File: config.mk
export PLATFORM = sky130hd
export DESIGN_NAME = gha_ram
export DESIGN_NICKNAME = d
export VERILOG_FILES = /design/src/hdl/gha_ram.sv
export SDC_FILE = /design/constraint.sdc
export NUM_CORES = 1
export LEC_CHECK = 0
export BUFFER_PORTS_ARGS = -buffer_cell sky130_fd_sc_hd__buf_2
export CAP_MARGIN = 25
export CELL_PAD_IN_SITES_DETAIL_PLACEMENT = 1
export CELL_PAD_IN_SITES_GLOBAL_PLACEMENT = 1
export CORE_UTILIZATION = 45
export DETAILED_ROUTE_END_ITERATION = 16
export PLACE_DENSITY_LB_ADDON = 0.2
export SYNTH_ARGS = -nofsm -noshare
export SYNTH_HDL_FRONTEND = slang
export SYNTH_SLANG_ARGS = --single-unit
File: constraint.sdc
create_clock -name aclk -period 5.6 [get_ports aclk]
set_input_delay 0.84 -clock aclk [delete_from_list [all_inputs] [get_ports aclk]]
set_output_delay 0.84 -clock aclk [all_outputs]
set_load 0.05 [all_outputs]
File: src/hdl/gha_ram.sv
module gha_ram #(
    parameter int WIDTH = 8,
    parameter int DEPTH = 16
) (
    input  logic                     aclk,
    input  logic                     wr_en,
    input  logic [$clog2(DEPTH)-1:0] wr_addr,
    input  logic [WIDTH-1:0]         wr_data,
    input  logic                     rd_en,
    input  logic [$clog2(DEPTH)-1:0] rd_addr,
    output logic [WIDTH-1:0]         rd_data
);

    logic [WIDTH-1:0] mem_reg [DEPTH];
    logic [WIDTH-1:0] rd_data_reg;

    always_ff @(posedge aclk) begin
        if (wr_en) begin
            mem_reg[wr_addr] <= wr_data;
        end
        if (rd_en) begin
            rd_data_reg <= mem_reg[rd_addr];
        end
    end

    assign rd_data = rd_data_reg;

endmodule

==> summary.txt, run 1 <==
Reg clk slew, reported paths: 0.06 ns
# IOs: 27
Setup violations, final: 0
row cnt: 38
CTS tree: done
min Tclk post-route: 2.21 ns
Final Wtd Congestion: 0.670
global-route wire length before repair: 15400 um
core area: 11100 sq um
Slew headroom: 31.7%
die area: 12100 sq um
P_sw: 475 uW
Port-buffer cells: 26
share of post-route cells with drive strength above 1: 28.8%
post-CTS setup buffers: 0
Setup crit start kind: input pin
DRC viols: 0
wire length per cell: 24.5 um
Leak: 2.02 nW
First-pass DRT Iterations: 7
Pwr Density: 381 nW/um^2
antenna fix cells: 0
Initial Utilization: 47.2%
max-cap violations: 0
Post-Syn Instances: 229
clock share of power: 45.0%
Reg2Reg Depth: 3
Switching Share: 20.5%
crit share post-route: 39.4%
critical path type: input pin to flip-flop
critical path arrival: 2.36 ns
Max clock buf depth: 2
unrepaired setup endpoints after global routing: false
fmax: 453 MHz
Area growth syn-to-layout: 16.0%
IR drop worst, VDD: 0.204 mV
status: complete, no violations
worst hold-check path type: flip-flop to flip-flop
combinational cell fraction of total power: 5.0%
Seq pwr share: 49.9%
post_cts resized: 0
Total Wirelength: 10300 um
crit path capture type: flip-flop
root buffer selected by CTS: clkbuf_16
Iteration-0 DRC Markers: 189
worst hold stages: 3
H-tree depth: 4
largest net degree at the start of global routing: 33
post-synth cell types: 18
Final Instance Area: 6060 sq um
clk sinks: 136
Slew Limit Fails: 0
CTS buffer count: 17
CP Max Fanout: 23
# hold bufs at CTS: 0
synth warn: 0
flop and latch count out of synthesis: 136
Req. time, crit path: 5.76 ns
Worst-Margin Slew: 1.02 ns
final net count: 288
vias in the first global route: 2498
vias per inst: 5.64
Int Pwr: 1.84 mW
Detailed Place HPWL: 6370 um
Hold Vio Cnt, Final: 0
die span in y: 110 um
Placement Cell Area: 5490 sq um
Die X: 110 um
initial antenna violation count: 0
Fin Setup TNS: 0 ns
Largest register FFs: 128
Mean Syn Cell Area: 22.8 sq um
gr usage total: 19.4%
sequential area share after synthesis: 78.1%
Post-DRT Antenna Nets: 0
skew final: 0.00536 ns
synthesized area: 5230 sq um
synthesized net count: 248
Skew-Pair Late Insertion Delay: 0.40 ns
via count: 2374
grt total ovfl: 0
## cell type report
class	instances	area, sq um
repair buffers	31	180
fillers	969	5010
clock buffers	18	429
flip-flops and latches	136	4080
clock inverters	13	133
well taps	140	175
multi-input cells	83	1060
## kinds of logic (layout without fill, tap and decap cells)
kind of cell	after synthesis	in the layout	synth area share [%]
DFF	136	136	78.1
and+or+nand+nor	35	35	3.14
muxes	32	32	14.8
AOI/OAI and AO/OA	16	16	2.30
buffers and inverters	10	62	1.65
## placed cells by master (no fill, tap or decap), drive strengths merged
cell type	Yosys	routed
or3b	1	1
nand3b	2	2
nand2b	2	2
clkinvlp	0	1
buf	7	31
clkbuf	0	18
a22oi	16	16
clkinv	0	10
bufinv	0	2
and2	1	1
nor2b	1	1
nand3	1	1
nor2	13	13
mux4	32	32
and2b	1	1
nor3	4	4
edfxtp	136	136
nand2	9	9
## worst max-delay path, stage by stage
cell and delay (ns):
buf_2 0.30, buf_12 0.26, mux4_1 0.59, a22oi_1 0.28, nand2_1 0.08
## Yosys cell counts
cell	number	area share [%]
and2b_1	1	0.14
nand2b_1	2	0.24
buf_6	3	0.65
nand3_1	1	0.096
nor2b_1	1	0.12
and2_1	1	0.12
nand3b_1	2	0.29
nand2_1	9	0.65
mux4_2	18	7.8
nor2_1	13	0.93
mux4_1	14	7.0
clkdlybuf4s25_2	3	0.57
a22oi_1	16	2.3
buf_2	3	0.29
buf_4	1	0.14
edfxtp_1	136	78
nor3_1	4	0.38
or3b_2	1	0.17
## power groups by stage
stage	registers [mW]	logic, mW	clock network (mW)
floorplan	1.19	0.0579	0
global placement	1.17	0.114	0
detailed placement	1.18	0.118	0
CTS	1.15	0.118	1.06
global route	1.16	0.126	1.10
finish	1.15	0.116	1.04
## metrics by stage
stage	total power, mW	hold WS, ns	setup slack, ns	cells	utilization, %
after floorplan	1.25	0.705	3.27	229	-
after global placement	1.29	0.730	2.63	388	49.4
after detailed placement	1.29	0.741	2.96	389	49.6
after CTS	2.33	0.761	3.37	420	54.7
after global routing	2.38	0.775	3.32	421	54.7
final	2.31	0.755	3.39	421	54.7
## metal layers
layer / wire length, um / track usage, % / up-vias
met2: 5200 / 29.5 / 62
met4: 46 / 6.86 / 0
met1: 4660 / 27.2 / 1248
li1: - / - / 1062
met3: 393 / 5.04 / 2
met5: 0 / 0 / -
## worst paths after layout
check                                         startpoint                    to  slack (ns)
worst min register to register  mem_reg[14][7]$_DFFE_PP_  rd_data[7]$_DFFE_PP_        0.76
worst max-delay path                          rd_addr[0]  rd_data[1]$_DFFE_PP_        3.39
worst max register to register   mem_reg[8][6]$_DFFE_PP_  rd_data[6]$_DFFE_PP_        4.08
worst min-delay path            mem_reg[14][7]$_DFFE_PP_  rd_data[7]$_DFFE_PP_        0.76
Note: power is estimated with default switching activity, not from simulation.
==> run 2, diff against run 1 <==
ABC_AREA = 1   (was unset)
CORE_UTILIZATION = 44   (was 45)
clock period = 2 ns   (was 5.6 ns; I/O delays follow)
==> run 2 against run 1 <==
Via count is 68% higher. Die area grew 14%. Non-clock buffer count up 15. Critical path type is now flip-flop to primary output. Critical endpoint is now rd_data[3]. Largest power group unchanged.
==> summary.txt, run 2 <==
vias per inst: 5.15 (-8.8%)
largest net degree at the start of global routing: 65 (+97%)
row cnt: 41 (+7.9%)
H-tree depth: 4 (unchanged)
Die X: 117 um (+6.8%)
Most used DFF post-synth: edfxtp_1
Reg2Reg Depth: 6 (+3)
critical path type: flip-flop to primary output
area share of the largest cell type after synthesis: 69.8% (-8.3 points)
Setup violations, final: 0 (unchanged)
cell with the most instances after synthesis: nand2_1
post_cts resized: 0 (unchanged)
FF/Latch Area: 4080 sq um (unchanged)
IR drop worst, VDD: 0.506 mV (+150%)
crit path capture type: primary output
footprint of the multi-input gates: 1210 sq um (+14%)
Post-synth EDFFs: 136 (unchanged)
# hold bufs at CTS: 0 (unchanged)
First-pass DRT Iterations: 4 (-3)
Post-DRT Antenna Nets: 0 (unchanged)
die span in y: 117 um (+6.8%)
sequential area share after synthesis: 69.8% (-8.3 points)
# IOs: 27 (unchanged)
flop and latch count out of synthesis: 136 (unchanged)
Pwr Density: 1010 nW/um^2 (+170%)
Synth area leader: edfxtp_1
Initial Utilization: 45.8% (-1.4 points)
min Tclk post-route: 1.43 ns
fraction of registers with async set/reset: 0% (unchanged)
share of post-route cells with drive strength above 1: 11.9% (-17 points)
Reg clk slew, reported paths: 0.06 ns (about the same)
most common cell after layout, fill and taps aside: nand2_1
max-cap violations: 0 (unchanged)
max layer used: met4
synth top area cells: edfxtp_1 (70%), nand2_1 (11%), nand3_1 (8.3%), inv_1 (6.4%), buf_6 (1.2%)
critical path arrival: 1.13 ns (-1.23 ns)
Mean Syn Cell Area: 10.6 sq um (-54%)
fmax: 700 MHz
final net count: 611 (+110%)
core area: 12800 sq um (+15%)
Total Wirelength: 15600 um (+51%)
Leak: 2.93 nW (+45%)
Post-Syn Instances: 551 (+140%)
Skew-Pair Late Insertion Delay: 0.42 ns (+0.02 ns)
Detailed Place HPWL: 9500 um (+49%)
Area growth syn-to-layout: 16.2%
crit share post-route: 71.4%
root buffer selected by CTS: clkbuf_16
Req. time, crit path: 1.70 ns (-4.06 ns)
skew final: 0.00779 ns (+0.00244 ns)
Inst Count DP: 745 (+92%)
Final Wtd Congestion: 0.795 (+19%)
wire length per cell: 20.1 um (-18%)
non-filler cells, final: 777 (+85%)
Iteration-0 DRC Markers: 347 (+84%)
synthesized area: 5850 sq um (+12%)
# fillers: 1394 (+44%)
gr usage total: 24.8% (+5.4 points)
top cells by count, synth: nand2_1 (173), edfxtp_1 (136), inv_1 (100), nand3_1 (97), nor2_1 (17)
CTS buffer count: 17 (unchanged)
post-synth cell types: 11 (-7)
clk sinks: 136 (unchanged)
Largest register FFs: 128 (unchanged)
Hold Vio Cnt, Final: 0 (unchanged)
Final Util: 53.2% (-1.5 points)
DR WL met2: 7660 um (+47%)
via count: 3998 (+68%)
CP delay by family, top: flip-flops
CP Max Fanout: 1 (-96%)
Max stage delay cell, worst path: edfxtp_1
DRC viols: 0 (unchanged)
global-route wire length before repair: 23700 um (+54%)
die area: 13800 sq um (+14%)
Slew Limit Fails: 0 (unchanged)
metal3 WL: 713 um (+81%)
Worst Path Buf+Inv: 1 (-1)
synth warn: 0 (unchanged)
Slew headroom: 52.0% (+20 points)
initial antenna violation count: 0 (unchanged)
vias in the first global route: 4092 (+64%)
status: complete, no violations
Critical Path Stages: 1 (-4)
ordered list of cells on the worst path: buf_2
synthesized net count: 570 (+130%)
worst hold-check path type: input pin to flip-flop
grt total ovfl: 0 (unchanged)
Setup crit start kind: flip-flop
CTS tree: done
Max clock buf depth: 2 (unchanged)
antenna fix cells: 0 (unchanged)
Port-buffer cells: 26 (unchanged)
Fin Setup TNS: 0 ns (unchanged)
WL met1: 7010 um (+51%)
commonest cells after routing, fill and taps aside: nand2_1 (173), edfxtp_1 (136), inv_1 (100)
Crit path largest cell delay: 0.42 ns (-0.17 ns)
unrepaired setup endpoints after global routing: false
worst hold stages: 1 (-2)
post-CTS setup buffers: 0 (unchanged)
Worst-Margin Slew: 0.719 ns (-0.303 ns)
==> run 2: cell count changes after synthesis, moves of 10 or more <==
cell / before / now
a22oi_1: 16 / 0
buf_2: 3 / 13
inv_1: 0 / 100
mux4_1: 14 / 0
mux4_2: 18 / 0
nand2_1: 9 / 173
nand3_1: 1 / 97
==> run 2: cell type report <==
cell class                      count  area share, %
Timing Repair Buffer               46           4.49
Clock buffer                       20           6.43
Sequential cell                   136           60.1
Tap cell                          172           3.17
Clock inverter                     12           2.30
Multi-Input combinational cell    289           17.9
Inverter                          102           5.64
==> run 2: power breakdown <==
group | switching [mW] | internal [mW] | total, mW
Clock | 1.14 | 2.06 | 3.19
Sequential | 0.0219 | 3.21 | 3.23
Combinational | 0.340 | 0.112 | 0.452
Total | 1.50 | 5.38 | 6.88
==> run 2: cells by family (layout without fill, tap and decap cells) <==
| kind of cell | Yosys count | count (layout) | synth area share (%) |
|---|---|---|---|
| buf+inv | 126 | 180 | 9.39 |
| flops | 136 | 136 | 69.8 |
| simple gates | 289 | 289 | 20.8 |
==> run 2: path summary, 6_finish.rpt <==
| check | startpoint | end | slack [ns] |
|---|---|---|---|
| max | rd_data[3]$_DFFE_PP_ | rd_data[3] | 0.57 |
| min | rd_en | rd_data[5]$_DFFE_PP_ | 0.26 |
| max reg2reg | mem_reg[10][4]$_DFFE_PP_ | rd_data[4]$_DFFE_PP_ | 0.75 |
| min reg2reg | mem_reg[10][6]$_DFFE_PP_ | rd_data[6]$_DFFE_PP_ | 0.75 |
==> run 2: per-layer routing <==
layer / global-route usage, % / vias to the layer above
met5: 0 / -
met4: 8.10 / 0
met3: 4.69 / 19
met2: 41.4 / 115
met1: 32.8 / 2001
li1: - / 1863
==> run 2: metrics by stage <==
step / hold slack [ns] / cell area [sq um] / setup slack, ns / power (mW)
after global placement: 0.686 / 6200 / 0.321 / 3.72
after detailed placement: 0.692 / 6200 / 0.258 / 3.74
after floorplan: 0.399 / 5850 / 0.749 / 3.56
final: 0.262 / 6790 / 0.572 / 6.88
after CTS: 0.257 / 6790 / 0.567 / 6.91
after global routing: 0.266 / 6790 / 0.554 / 7.05
